`config.mk`:
```
export PLATFORM = sky130hd
export DESIGN_NAME = rms_current_meter
export DESIGN_NICKNAME = d
export VERILOG_FILES = /design/src/hw/rtl/rcm_pkg.sv /design/src/hw/rtl/rcm_ctrl.sv /design/src/hw/rtl/rcm_datapath.sv /design/src/hw/rtl/rms_current_meter.sv
export SDC_FILE = /design/constraint.sdc
export NUM_CORES = 2
export LEC_CHECK = 0
export BUFFER_PORTS_ARGS = -buffer_cell sky130_fd_sc_hd__buf_4
export CAP_MARGIN = 20
export CORE_ASPECT_RATIO = 1.25
export CORE_UTILIZATION = 69
export CTS_BUF_LIST = sky130_fd_sc_hd__clkbuf_16
export CTS_CLUSTER_DIAMETER = 30
export CTS_CLUSTER_SIZE = 24
export DETAILED_ROUTE_END_ITERATION = 10
export PLACE_DENSITY_LB_ADDON = 0.15
export SYNTH_ARGS = -nofsm -noshare
export SYNTH_HDL_FRONTEND = slang
export SYNTH_SLANG_ARGS = --single-unit
```
`constraint.sdc`:
```
create_clock -name aclk -period 17.6 [get_ports aclk]
set_input_delay 0.88 -clock aclk [delete_from_list [all_inputs] [get_ports aclk]]
set_output_delay 0.88 -clock aclk [all_outputs]
set_load 0.1 [all_outputs]
```
`src/hw/rtl/rcm_pkg.sv`:
```
`default_nettype none
package rcm_pkg;

    localparam int ADC_BITS_DEF = 12;
    localparam int MAX_WINDOW   = 4096;

    localparam int WIN_W      = 13;
    localparam int GAIN_W     = 24;
    localparam int OFFS_W     = 22;
    localparam int CUR_W      = 22;
    localparam int SMOOTH_W   = 17;
    localparam int FRAC_W     = 16;
    localparam int SUM_W      = 37;
    localparam int CFG_DATA_W = 24;
    localparam int CFG_IDX_W  = 3;

    localparam int ROOT_W     = (SUM_W + 1) / 2;
    localparam int RAD_W      = 2 * ROOT_W;
    localparam int SREM_W     = ROOT_W + 2;
    localparam int PROD_W     = ROOT_W + GAIN_W;
    localparam int SCALED_W   = PROD_W - 8;
    localparam int SPROD_W    = SMOOTH_W + CUR_W;

    localparam int DIV_STEPS  = SUM_W;
    localparam int SQRT_STEPS = ROOT_W;
    localparam int STEP_W     = $clog2(DIV_STEPS);

    localparam logic [SUM_W-1:0]    SUM_MAX = {SUM_W{1'b1}};
    localparam logic [CUR_W-1:0]    CUR_MAX = {CUR_W{1'b1}};
    localparam logic [SMOOTH_W-1:0] ONE_Q16 = SMOOTH_W'(1 << FRAC_W);

    localparam logic [WIN_W-1:0]    WINDOW_LENGTH_RST = WIN_W'(500);
    localparam logic [GAIN_W-1:0]   GAIN_RST          = GAIN_W'(216324);
    localparam logic [OFFS_W-1:0]   OFFSET_RST        = OFFS_W'(665190);
    localparam logic [CUR_W-1:0]    ZERO_THR_RST      = CUR_W'(6554);
    localparam logic [SMOOTH_W-1:0] SMOOTHING_RST     = SMOOTH_W'(6554);

    typedef enum logic [CFG_IDX_W-1:0] {
        CFG_WINDOW_LENGTH = 3'd0,
        CFG_GAIN          = 3'd1,
        CFG_OFFSET        = 3'd2,
        CFG_ZERO_THR      = 3'd3,
        CFG_SMOOTHING     = 3'd4
    } cfg_index_t;

    typedef struct packed {
        logic load_in;
        logic square;
        logic accum;
        logic div_init;
        logic div_step;
        logic sqrt_init;
        logic sqrt_step;
        logic scale;
        logic offset;
        logic smooth_mul;
        logic emit;
    } rcm_cmd_t;

    typedef struct packed {
        logic window_done;
        logic out_busy;
    } rcm_status_t;

endpackage
`default_nettype wire

```
`src/hw/rtl/rcm_ctrl.sv`:
```
`default_nettype none
module rcm_ctrl import rcm_pkg::*; (
    input  wire logic        aclk,
    input  wire logic        aresetn,
    input  wire logic        s_valid,
    output logic             s_ready,
    input  wire rcm_status_t status,
    output rcm_cmd_t         cmd
);

    typedef enum logic [3:0] {
        ST_IDLE,
        ST_SQUARE,
        ST_ACCUM,
        ST_DIV_INIT,
        ST_DIV,
        ST_SQRT_INIT,
        ST_SQRT,
        ST_SCALE,
        ST_OFFSET,
        ST_SMOOTH_MUL,
        ST_EMIT
    } state_t;

    state_t            state_reg, state_next;
    logic [STEP_W-1:0] step_reg, step_next;

    always_comb begin
        state_next = state_reg;
        step_next  = step_reg;
        cmd        = '0;
        case (state_reg)
            ST_IDLE: begin
                cmd.load_in = s_valid;
                if (s_valid) begin
                    state_next = ST_SQUARE;
                end
            end
            ST_SQUARE: begin
                cmd.square = 1'b1;
                state_next = ST_ACCUM;
            end
            ST_ACCUM: begin
                cmd.accum  = 1'b1;
                state_next = status.window_done ? ST_DIV_INIT : ST_IDLE;
            end
            ST_DIV_INIT: begin
                cmd.div_init = 1'b1;
                step_next    = '0;
                state_next   = ST_DIV;
            end
            ST_DIV: begin
                cmd.div_step = 1'b1;
                step_next    = step_reg + 1'b1;
                if (step_reg == STEP_W'(DIV_STEPS - 1)) begin
                    state_next = ST_SQRT_INIT;
                end
            end
            ST_SQRT_INIT: begin
                cmd.sqrt_init = 1'b1;
                step_next     = '0;
                state_next    = ST_SQRT;
            end
            ST_SQRT: begin
                cmd.sqrt_step = 1'b1;
                step_next     = step_reg + 1'b1;
                if (step_reg == STEP_W'(SQRT_STEPS - 1)) begin
                    state_next = ST_SCALE;
                end
            end
            ST_SCALE: begin
                cmd.scale  = 1'b1;
                state_next = ST_OFFSET;
            end
            ST_OFFSET: begin
                cmd.offset = 1'b1;
                state_next = ST_SMOOTH_MUL;
            end
            ST_SMOOTH_MUL: begin
                cmd.smooth_mul = 1'b1;
                state_next     = ST_EMIT;
            end
            ST_EMIT: begin
                cmd.emit = !status.out_busy;
                if (!status.out_busy) begin
                    state_next = ST_IDLE;
                end
            end
            default: begin
                state_next = ST_IDLE;
            end
        endcase
    end

    assign s_ready = (state_reg == ST_IDLE);

    always_ff @(posedge aclk) begin
        if (!aresetn) begin
            state_reg <= ST_IDLE;
            step_reg  <= '0;
        end else begin
            state_reg <= state_next;
            step_reg  <= step_next;
        end
    end

endmodule
`default_nettype wire

```
`src/hw/rtl/rcm_datapath.sv`:
```
`default_nettype none
module rcm_datapath import rcm_pkg::*; #(
    parameter int ADC_BITS = ADC_BITS_DEF
) (
    input  wire logic                  aclk,
    input  wire logic                  aresetn,
    input  wire logic                  cfg_we,
    input  wire logic [CFG_IDX_W-1:0]  cfg_index,
    input  wire logic [CFG_DATA_W-1:0] cfg_wdata,
    input  wire logic [ADC_BITS-1:0]   s_sensor_sample,
    input  wire logic [ADC_BITS-1:0]   s_reference_sample,
    input  wire rcm_cmd_t              cmd,
    output rcm_status_t                status,
    output logic                       m_valid,
    input  wire logic                  m_ready,
    output logic [CUR_W-1:0]           m_window_current,
    output logic [CUR_W-1:0]           m_smoothed_current
);

    localparam int SQ_W = 2 * ADC_BITS;

    logic [WIN_W-1:0]    window_length_reg;
    logic [GAIN_W-1:0]   gain_reg;
    logic [OFFS_W-1:0]   offset_reg;
    logic [CUR_W-1:0]    zero_thr_reg;
    logic [SMOOTH_W-1:0] smoothing_reg;

    logic [ADC_BITS-1:0] sensor_reg, reference_reg;
    logic [SQ_W-1:0]     sq_reg;
    logic [SUM_W-1:0]    sum_reg;
    logic [WIN_W-1:0]    count_reg;
    logic [SUM_W-1:0]    div_q_reg;
    logic [WIN_W-1:0]    div_rem_reg;
    logic [WIN_W-1:0]    div_d_reg;
    logic [RAD_W-1:0]    rad_reg;
    logic [ROOT_W-1:0]   root_reg;
    logic [SREM_W-1:0]   srem_reg;
    logic [SCALED_W-1:0] scaled_reg;
    logic [CUR_W-1:0]    win_reg;
    logic [SPROD_W-1:0]  p_new_reg, p_old_reg;
    logic [CUR_W-1:0]    smoothed_reg;
    logic [CUR_W-1:0]    m_window_reg, m_smoothed_reg;
    logic                m_valid_reg;

    logic signed [ADC_BITS:0]  diff;
    logic [ADC_BITS:0]         mag_full;
    logic [ADC_BITS-1:0]       mag;
    logic [SQ_W-1:0]           sq;
    logic [SUM_W:0]            sum_ext;
    logic [SUM_W-1:0]          sum_next;
    logic [WIN_W-1:0]          count_inc;
    logic [WIN_W-1:0]          len_eff;
    logic [WIN_W:0]            div_trial, div_diff;
    logic                      div_ge;
    logic [SREM_W+1:0]         s_r, s_trial, s_diff;
    logic                      s_ge;
    logic [PROD_W-1:0]         prod;
    logic signed [SCALED_W:0]  cur, thr_s, max_s;
    logic [CUR_W-1:0]          win_next;
    logic [SMOOTH_W-1:0]       f;
    logic [SPROD_W:0]          s_sum;
    logic [CUR_W-1:0]          s_next;

    always_comb begin
        diff     = $signed({1'b0, sensor_reg}) - $signed({1'b0, reference_reg});
        mag_full = diff[ADC_BITS] ? unsigned'(-diff) : unsigned'(diff);
        mag      = mag_full[ADC_BITS-1:0];
        sq       = SQ_W'(mag) * SQ_W'(mag);
    end

    always_comb begin
        if (window_length_reg == '0) begin
            len_eff = WIN_W'(1);
        end else if (int'(window_length_reg) > MAX_WINDOW) begin
            len_eff = WIN_W'(MAX_WINDOW);
        end else begin
            len_eff = window_length_reg;
        end
        sum_ext   = {1'b0, sum_reg} + (SUM_W + 1)'(sq_reg);
        sum_next  = sum_ext[SUM_W] ? SUM_MAX : sum_ext[SUM_W-1:0];
        count_inc = count_reg + 1'b1;
    end

    assign status.window_done = (count_inc >= len_eff);
    assign status.out_busy    = m_valid_reg && !m_ready;

    always_comb begin
        div_trial = {div_rem_reg, div_q_reg[SUM_W-1]};
        div_diff  = div_trial - {1'b0, div_d_reg};
        div_ge    = (div_trial >= {1'b0, div_d_reg});
    end

    always_comb begin
        s_r     = {srem_reg, rad_reg[RAD_W-1 -: 2]};
        s_trial = (SREM_W + 2)'({root_reg, 2'b01});
        s_diff  = s_r - s_trial;
        s_ge    = (s_r >= s_trial);
    end

    assign prod = PROD_W'(root_reg) * PROD_W'(gain_reg);

    always_comb begin
        cur   = $signed({1'b0, scaled_reg}) - $signed((SCALED_W + 1)'(offset_reg));
        thr_s = $signed((SCALED_W + 1)'(zero_thr_reg));
        max_s = $signed((SCALED_W + 1)'(CUR_MAX));
        if (cur <= thr_s) begin
            win_next = '0;
        end else if (cur > max_s) begin
            win_next = CUR_MAX;
        end else begin
            win_next = cur[CUR_W-1:0];
        end
    end

    always_comb begin
        f      = (smoothing_reg > ONE_Q16) ? ONE_Q16 : smoothing_reg;
        s_sum  = (SPROD_W + 1)'(p_new_reg) + (SPROD_W + 1)'(p_old_reg);
        s_next = s_sum[FRAC_W +: CUR_W];
    end

    always_ff @(posedge aclk) begin
        if (!aresetn) begin
            window_length_reg <= WINDOW_LENGTH_RST;
            gain_reg          <= GAIN_RST;
            offset_reg        <= OFFSET_RST;
            zero_thr_reg      <= ZERO_THR_RST;
            smoothing_reg     <= SMOOTHING_RST;
        end else if (cfg_we) begin
            case (cfg_index)
                CFG_WINDOW_LENGTH: window_length_reg <= cfg_wdata[WIN_W-1:0];
                CFG_GAIN:          gain_reg          <= cfg_wdata[GAIN_W-1:0];
                CFG_OFFSET:        offset_reg        <= cfg_wdata[OFFS_W-1:0];
                CFG_ZERO_THR:      zero_thr_reg      <= cfg_wdata[CUR_W-1:0];
                CFG_SMOOTHING:     smoothing_reg     <= cfg_wdata[SMOOTH_W-1:0];
                default: begin
                end
            endcase
        end
    end

    always_ff @(posedge aclk) begin
        if (!aresetn) begin
            sum_reg      <= '0;
            count_reg    <= '0;
            smoothed_reg <= '0;
            m_valid_reg  <= 1'b0;
        end else begin
            if (cmd.accum) begin
                sum_reg   <= sum_next;
                count_reg <= count_inc;
            end else if (cmd.div_init) begin
                sum_reg   <= '0;
                count_reg <= '0;
            end
            if (cmd.emit) begin
                smoothed_reg <= s_next;
                m_valid_reg  <= 1'b1;
            end else if (m_ready) begin
                m_valid_reg <= 1'b0;
            end
        end
    end

    always_ff @(posedge aclk) begin
        if (cmd.load_in) begin
            sensor_reg    <= s_sensor_sample;
            reference_reg <= s_reference_sample;
        end
        if (cmd.square) begin
            sq_reg <= sq;
        end
        if (cmd.div_init) begin
            div_q_reg   <= sum_reg;
            div_rem_reg <= '0;
            div_d_reg   <= count_reg;
        end else if (cmd.div_step) begin
            div_q_reg   <= {div_q_reg[SUM_W-2:0], div_ge};
            div_rem_reg <= div_ge ? div_diff[WIN_W-1:0] : div_trial[WIN_W-1:0];
        end
        if (cmd.sqrt_init) begin
            rad_reg  <= RAD_W'(div_q_reg);
            root_reg <= '0;
            srem_reg <= '0;
        end else if (cmd.sqrt_step) begin
            rad_reg  <= {rad_reg[RAD_W-3:0], 2'b00};
            root_reg <= {root_reg[ROOT_W-2:0], s_ge};
            srem_reg <= s_ge ? s_diff[SREM_W-1:0] : s_r[SREM_W-1:0];
        end
        if (cmd.scale) begin
            scaled_reg <= prod[PROD_W-1:8];
        end
        if (cmd.offset) begin
            win_reg <= win_next;
        end
        if (cmd.smooth_mul) begin
            p_new_reg <= SPROD_W'(f) * SPROD_W'(win_reg);
            p_old_reg <= SPROD_W'(ONE_Q16 - f) * SPROD_W'(smoothed_reg);
        end
        if (cmd.emit) begin
            m_window_reg   <= win_reg;
            m_smoothed_reg <= s_next;
        end
    end

    assign m_valid            = m_valid_reg;
    assign m_window_current   = m_window_reg;
    assign m_smoothed_current = m_smoothed_reg;

endmodule
`default_nettype wire

```
`src/hw/rtl/rms_current_meter.sv`:
```
`default_nettype none
// A sample that does not close a window passes through the square and accumulate states,
// then the block takes the next sample. A window-closing sample runs the 37-step restoring
// divider and the 19-step square root before its result is registered; the result register
// then frees the input side while the result waits.
// Reset is synchronous and active low: configuration returns to its defaults, and the sum,
// count, smoothed value and output valid clear at once.
module rms_current_meter import rcm_pkg::*; #(
    parameter int ADC_BITS = ADC_BITS_DEF
) (
    input  wire logic                  aclk,
    input  wire logic                  aresetn,
    input  wire logic                  cfg_we,
    input  wire logic [CFG_IDX_W-1:0]  cfg_index,
    input  wire logic [CFG_DATA_W-1:0] cfg_wdata,
    input  wire logic                  s_valid,
    output logic                       s_ready,
    input  wire logic [ADC_BITS-1:0]   s_sensor_sample,
    input  wire logic [ADC_BITS-1:0]   s_reference_sample,
    output logic                       m_valid,
    input  wire logic                  m_ready,
    output logic [CUR_W-1:0]           m_window_current,
    output logic [CUR_W-1:0]           m_smoothed_current
);

    rcm_cmd_t    cmd;
    rcm_status_t status;

    rcm_ctrl u_ctrl (
        .aclk    (aclk),
        .aresetn (aresetn),
        .s_valid (s_valid),
        .s_ready (s_ready),
        .status  (status),
        .cmd     (cmd)
    );

    rcm_datapath #(
        .ADC_BITS (ADC_BITS)
    ) u_datapath (
        .aclk               (aclk),
        .aresetn            (aresetn),
        .cfg_we             (cfg_we),
        .cfg_index          (cfg_index),
        .cfg_wdata          (cfg_wdata),
        .s_sensor_sample    (s_sensor_sample),
        .s_reference_sample (s_reference_sample),
        .cmd                (cmd),
        .status             (status),
        .m_valid            (m_valid),
        .m_ready            (m_ready),
        .m_window_current   (m_window_current),
        .m_smoothed_current (m_smoothed_current)
    );

endmodule
`default_nettype wire

```
After elaboration in Yosys (flattened, before gate mapping)
Cells that the tools add are included.
{"block": "op_classes", "n_addsub": 10, "order_cmp": 7, "muxes": 36, "n_eq_ne": 20, "reduce_logical": 19, "n_mul": 4}
{"cell": "two-way mux 37 bit", "count": 7}
{"cell": "two-way mux 13 bit", "count": 5}
{"cell": "case mux 4 bit (11 select lines)", "count": 1}
{"cell": "multiplier 19 x 24 -> 43 bit", "count": 1}
{"cell": "multiplier 39 x 22 -> 38 bit", "count": 1}
{"cell": "adder 37 x 24 -> 38 bit", "count": 1}
{"cell": "adder 38 bit", "count": 1}
{"cell": "multiplier 17 x 22 -> 38 bit", "count": 1}
{"cell": "greater-than comparator 36 x 23 -> 1 bit, second input constant", "count": 1}
{"cell": "less-or-equal comparator 36 x 23 -> 1 bit", "count": 1}
{"cell": "subtractor 35 x 22 -> 36 bit", "count": 1}
{"cell": "multiplier 12 x 12 -> 24 bit", "count": 1}
{"cell": "greater-or-equal comparator 23 x 21 -> 1 bit", "count": 1}
{"cell": "two-way mux 22 bit", "count": 1}
{"cell": "two-way mux 21 bit", "count": 1}
{"cell": "subtractor 21 bit", "count": 1}
{"cell": "subtractor 17 x 17 -> 18 bit, first input constant", "count": 1}
{"cell": "greater-than comparator 17 bit, second input constant", "count": 1}
{"cell": "two-way mux 17 bit", "count": 1}
{"cell": "equality test 4 x 3 -> 1 bit, second input constant", "count": 4}
{"cell": "two-way mux 4 bit", "count": 4}
{"cell": "greater-or-equal comparator 14 x 13 -> 1 bit", "count": 1}
{"cell": "adder 13 x 1 -> 13 bit, second input constant", "count": 1}
{"cell": "greater-or-equal comparator 13 bit", "count": 1}
{"cell": "other kinds (28)", "count": 56}
{"block": "word_totals", "inputBits": 56, "ff_bits": 547}

Depth between registers and ports, before layout
{"block": "depth", "ltp_word": 6, "mapped_depth": 40, "mapped_depth_nobuf": 35}

Hierarchy
Synthesis repeated with hierarchy kept, for this count alone.
{"block": "unflattened", "hier_cells": 7638, "hier_area_um2": 69998.4}
{"mod": "rcm_datapath", "area_per_inst_um2": 69319.0, "cells_each": 7551, "instances": 1, "seq_area_each_um2": 13843.3}
{"mod": "rcm_ctrl", "area_per_inst_um2": 679.4, "cells_each": 87, "instances": 1, "seq_area_each_um2": 200.2}

Least setup slack after synthesis
Ideal clock, no wire load.
{"block": "synth_path", "path_kind": "register -> register", "from": "reg u_datapath.smoothing_reg[2]", "to": "reg u_datapath.p_old_reg[37] (data pin)", "n_path_buf": 5, "slack_ps": 7874, "path_stages_with_launch": 40, "required_time_ps": 17341, "setup_time_ps": 259, "arrival_time_ps": 9467, "path_cell_list": "dfxtp_1 nor4_1 nor4b_1 and4b_1 a21o_1 buf_2 buf_2 and2_1 clkbuf_1 clkbuf_1 inv_1 ha_1 nand2b_1 a21oi_1 nand2_1 nor3_1 xnor2_1 clkbuf_1 [... 4 more ...] inv_1 fa_1 inv_1 fa_1 fa_1 fa_1 inv_1 ha_1 o211a_1 a211oi_1 o31ai_1 o31ai_1 nor4b_1 o31ai_1 a211oi_1 o41ai_1 a21oi_1 xnor2_1"}
{"block": "synth_between", "elab_chain_len": 4}
{"item": "start, declared", "line_no": "rcm_datapath.sv:26", "source": "logic [SMOOTH_W-1:0] smoothing_reg;"}
{"item": "start signal, assigned", "line_no": "rcm_datapath.sv:134", "source": "CFG_SMOOTHING: smoothing_reg <= cfg_wdata[SMOOTH_W-1:0];"}
{"item": "greater-than comparator 17 bit", "line_no": "rcm_datapath.sv:116", "source": "f = (smoothing_reg > ONE_Q16) ? ONE_Q16 : smoothing_reg;"}
{"item": "two-way mux 17 bit *", "line_no": "rcm_datapath.sv:116"}
{"item": "subtractor 17 x 17 -> 18 bit *", "line_no": "rcm_datapath.sv:197", "source": "p_old_reg <= SPROD_W'(ONE_Q16 - f) * SPROD_W'(smoothed_reg);"}
{"item": "multiplier 39 x 22 -> 38 bit *", "line_no": "rcm_datapath.sv:197"}
{"item": "end signal, assigned", "line_no": "rcm_datapath.sv:197"}
{"item": "end, declared", "line_no": "rcm_datapath.sv:40", "source": "logic [SPROD_W-1:0] p_new_reg, p_old_reg;"}
Every way passes the cells marked *; elsewhere a longest branch is shown, timed or not.
A chain may end at the register's enable or synchronous reset.

Worst setup path after layout
{"block": "layout_path", "from": "reg u_datapath.smoothing_reg[3]", "to": "reg u_datapath.p_old_reg[37] (data pin)"}
The elaborated chain is that of the path after synthesis.

==> impl_metrics.json <==
{
  "status": "finished clean",
  "cts_setup_buffers": 0,
  "drive_above_1_share_pct": 6.57,
  "crit_top_cell": "fa_1",
  "grt_pass1_wl_mm": 284,
  "first_pass_iters": 8,
  "synthSimpleGateAreaFrac_pct": 16.1,
  "grt.total_usage_pct": 34.7,
  "yosys-top-cells-area": "fa_1 (33%), edfxtp_1 (13%), ha_1 (9.8%), nand2_1 (7.3%), inv_1 (7.3%)",
  "place_congestion": 0.917,
  "setup_tns_ps": 0,
  "cts-buffers-inserted": 102,
  "yosys_register_bits": 546,
  "grt_pass1_vias": 56900,
  "clk_latency_ps": 760,
  "root_buffer": "clkbuf_16",
  "drt_iter0_markers": 3438,
  "area_growth_pct": 8.45,
  "ys_types": 86,
  "r2r-end": "u_datapath.p_old_reg[37]",
  "ios": 102,
  "grt_max_degree": 105,
  "r2r_cells": 35,
  "hold_end": "u_datapath.reference_reg[2]",
  "syn_area_per_cell_um2": 9.22,
  "synth-async-reset-ratio_pct": 0,
  "critPathSlowestCell": "and2_1",
  "cts_hold_buf": 0,
  "finalWirelength_mm": 174,
  "fill_cells": 7052,
  "synth_mux_area_share_pct": 0.892,
  "final_common_cell": "inv_1",
  "startpoint_type": "flop",
  "r2r-start": "u_datapath.smoothing_reg[3]",
  "grt_antenna_before_repair": 7,
  "rsz0062_at_grt": "no",
  "worst_slew_pin_slew_ps": 1160,
  "synth_warnings": 0,
  "synth_compound_gate_area_share_pct": 7.97,
  "fin_skew_ps": 96.4,
  "wire_per_inst_um": 19.2,
  "synth_xor_area_share_pct": 3.13,
  "layout_common_cells": "inv_1 (1362), nand2_1 (1361), fa_1 (1155), ha_1 (548), and2_1 (347)",
  "synth_ff_type": "edfxtp_1",
  "criticalPathCategory": "reg -> reg",
  "synth_top_family_by_area": "adder cells",
  "drtAntennaViolNets": 0,
  "hpwl_mm": 131,
  "fp-row-count": 130,
  "nets": 9376,
  "reg2reg_slack_ps": 6020,
  "hold_start": "s_reference_sample[2]",
  "fp.dieH_um": 359,
  "syn_area_mm2": 0.0703,
  "end_kind": "flop",
  "max-cap-violations": 0,
  "cp_max_fo": 50,
  "dieArea_mm2": 0.103,
  "setup_viol": 0,
  "slew-limit-headroom_pct": 22.6,
  "tritoncts": "yes",
  "cts.repair.resized": 0,
  "synthAdderAreaFrac_pct": 42.7,
  "max-clock-path-buffers": 3,
  "max_freq_mhz": 86.3,
  "drc_errors": 0,
  "seq_area_frac_synth_pct": 20.0,
  "fin_crit_sh_pct": 65.8,
  "yosys.area.top_type": "fa_1",
  "port_buffers": 101,
  "synth_top_area_share_pct": 32.9,
  "synth_enable_flop_cells": 311,
  "cts_sinks": 546,
  "hold_path_class": "in -> reg",
  "max_stage_delay_ps": 690,
  "initial_core_util_pct": 69.8,
  "routed_via_density": 5.88,
  "via_count": 53100,
  "slew_viol_final": 0,
  "htree_levels": 3,
  "crit_arrival_ps": 12000,
  "whs_path_depth": 1,
  "clk_pin_slew_worst_paths_ps": 50,
  "die-width_um": 287,
  "period_needed_ps": 11580,
  "finalHoldViolations": 0,
  "required_ps": 18020,
  "synthCells": 7626,
  "gr-total-overflow": 0,
  "core_area_mm2": 0.101
}
worst max-delay path: cells and delay by family (launching register included):
kind	cells	cell delay [ps]
and+or+nand+nor	13	3750
xor gates and xnor gates	2	260
AOI/OAI and AO/OA	7	2180
adders and majority gates	9	4140
buffers and inverters	4	500
DFF	1	420
stage by stage:
step                hold slack, ps  instances  util, %  setup slack [ps]  cell area, um2
finish                         297       9028     75.7              6020           76200
detailed placement             447       8827     71.9              6190           72400
global placement               441       8826     71.9              6570           72400
floorplan                      424       7666        -              7870           70400
global route                   279       9027     75.7              5300           76200
CTS                            265       9021     75.6              6160           76100
synth_stat cells, drive strengths merged (34+ instances only):
| library cell | number |
|---|---|
| nand3 | 78 |
| nor3 | 64 |
| buf | 37 |
| o211ai | 34 |
| a21o | 99 |
| nor2 | 272 |
| and2 | 349 |
| nand2 | 1361 |
| and3 | 128 |
| nand2b | 37 |
| inv | 1361 |
| clkbuf | 330 |
| o21ai | 169 |
| dfxtp | 235 |
| o21a | 41 |
| xnor2 | 165 |
| a21boi | 87 |
| nor2b | 48 |
| mux2 | 37 |
| xor2 | 85 |
| a21oi | 232 |
| ha | 548 |
| fa | 1155 |
| edfxtp | 311 |
area by class of cell:
| class | count | area [um2] | area share, % |
|---|---|---|---|
| Multi-Input combinational cell | 5391 | 50000 | 65.6 |
| Sequential cell | 546 | 14000 | 18.4 |
| Inverter | 1362 | 5110 | 6.71 |
| Clock buffer | 102 | 2550 | 3.35 |
| Timing Repair Buffer | 214 | 1680 | 2.20 |
| Tap cell | 1320 | 1650 | 2.17 |
| Clock inverter | 92 | 1160 | 1.52 |
| Antenna cell | 1 | 2.50 | 0.00328 |
routing by layer:
metal / share of wire (%) / track usage (%) / up-vias
met5: 0.026 / 0 / -
met4: 5.0 / 16.9 / 8
met3: 7.2 / 5.32 / 605
met2: 52 / 61.8 / 2129
met1: 36 / 40.5 / 26500
li1: - / - / 23800
cells by family after synthesis:
kind of cell	Yosys count
and+or+nand+nor	2476
buffers and inverters	1729
adders and majority gates	1703
AOI/OAI and AO/OA	862
DFF	546
xor gates and xnor gates	250
muxes	58
other	2
how the worst max path moves through the flow:
stage                           startpoint                  endpoint
5_1_grt        u_datapath.smoothing_reg[3]  u_datapath.p_old_reg[37]
3_3_place_gp   u_datapath.smoothing_reg[3]  u_datapath.p_old_reg[37]
4_1_cts        u_datapath.smoothing_reg[3]  u_datapath.p_old_reg[37]
2_1_floorplan  u_datapath.smoothing_reg[2]  u_datapath.p_old_reg[37]
3_5_place_dp   u_datapath.smoothing_reg[3]  u_datapath.p_old_reg[37]
6_report       u_datapath.smoothing_reg[3]  u_datapath.p_old_reg[37]
Power is not shown: default switching activity piles up to over one toggle a cycle in this logic, so the estimate is an artifact.
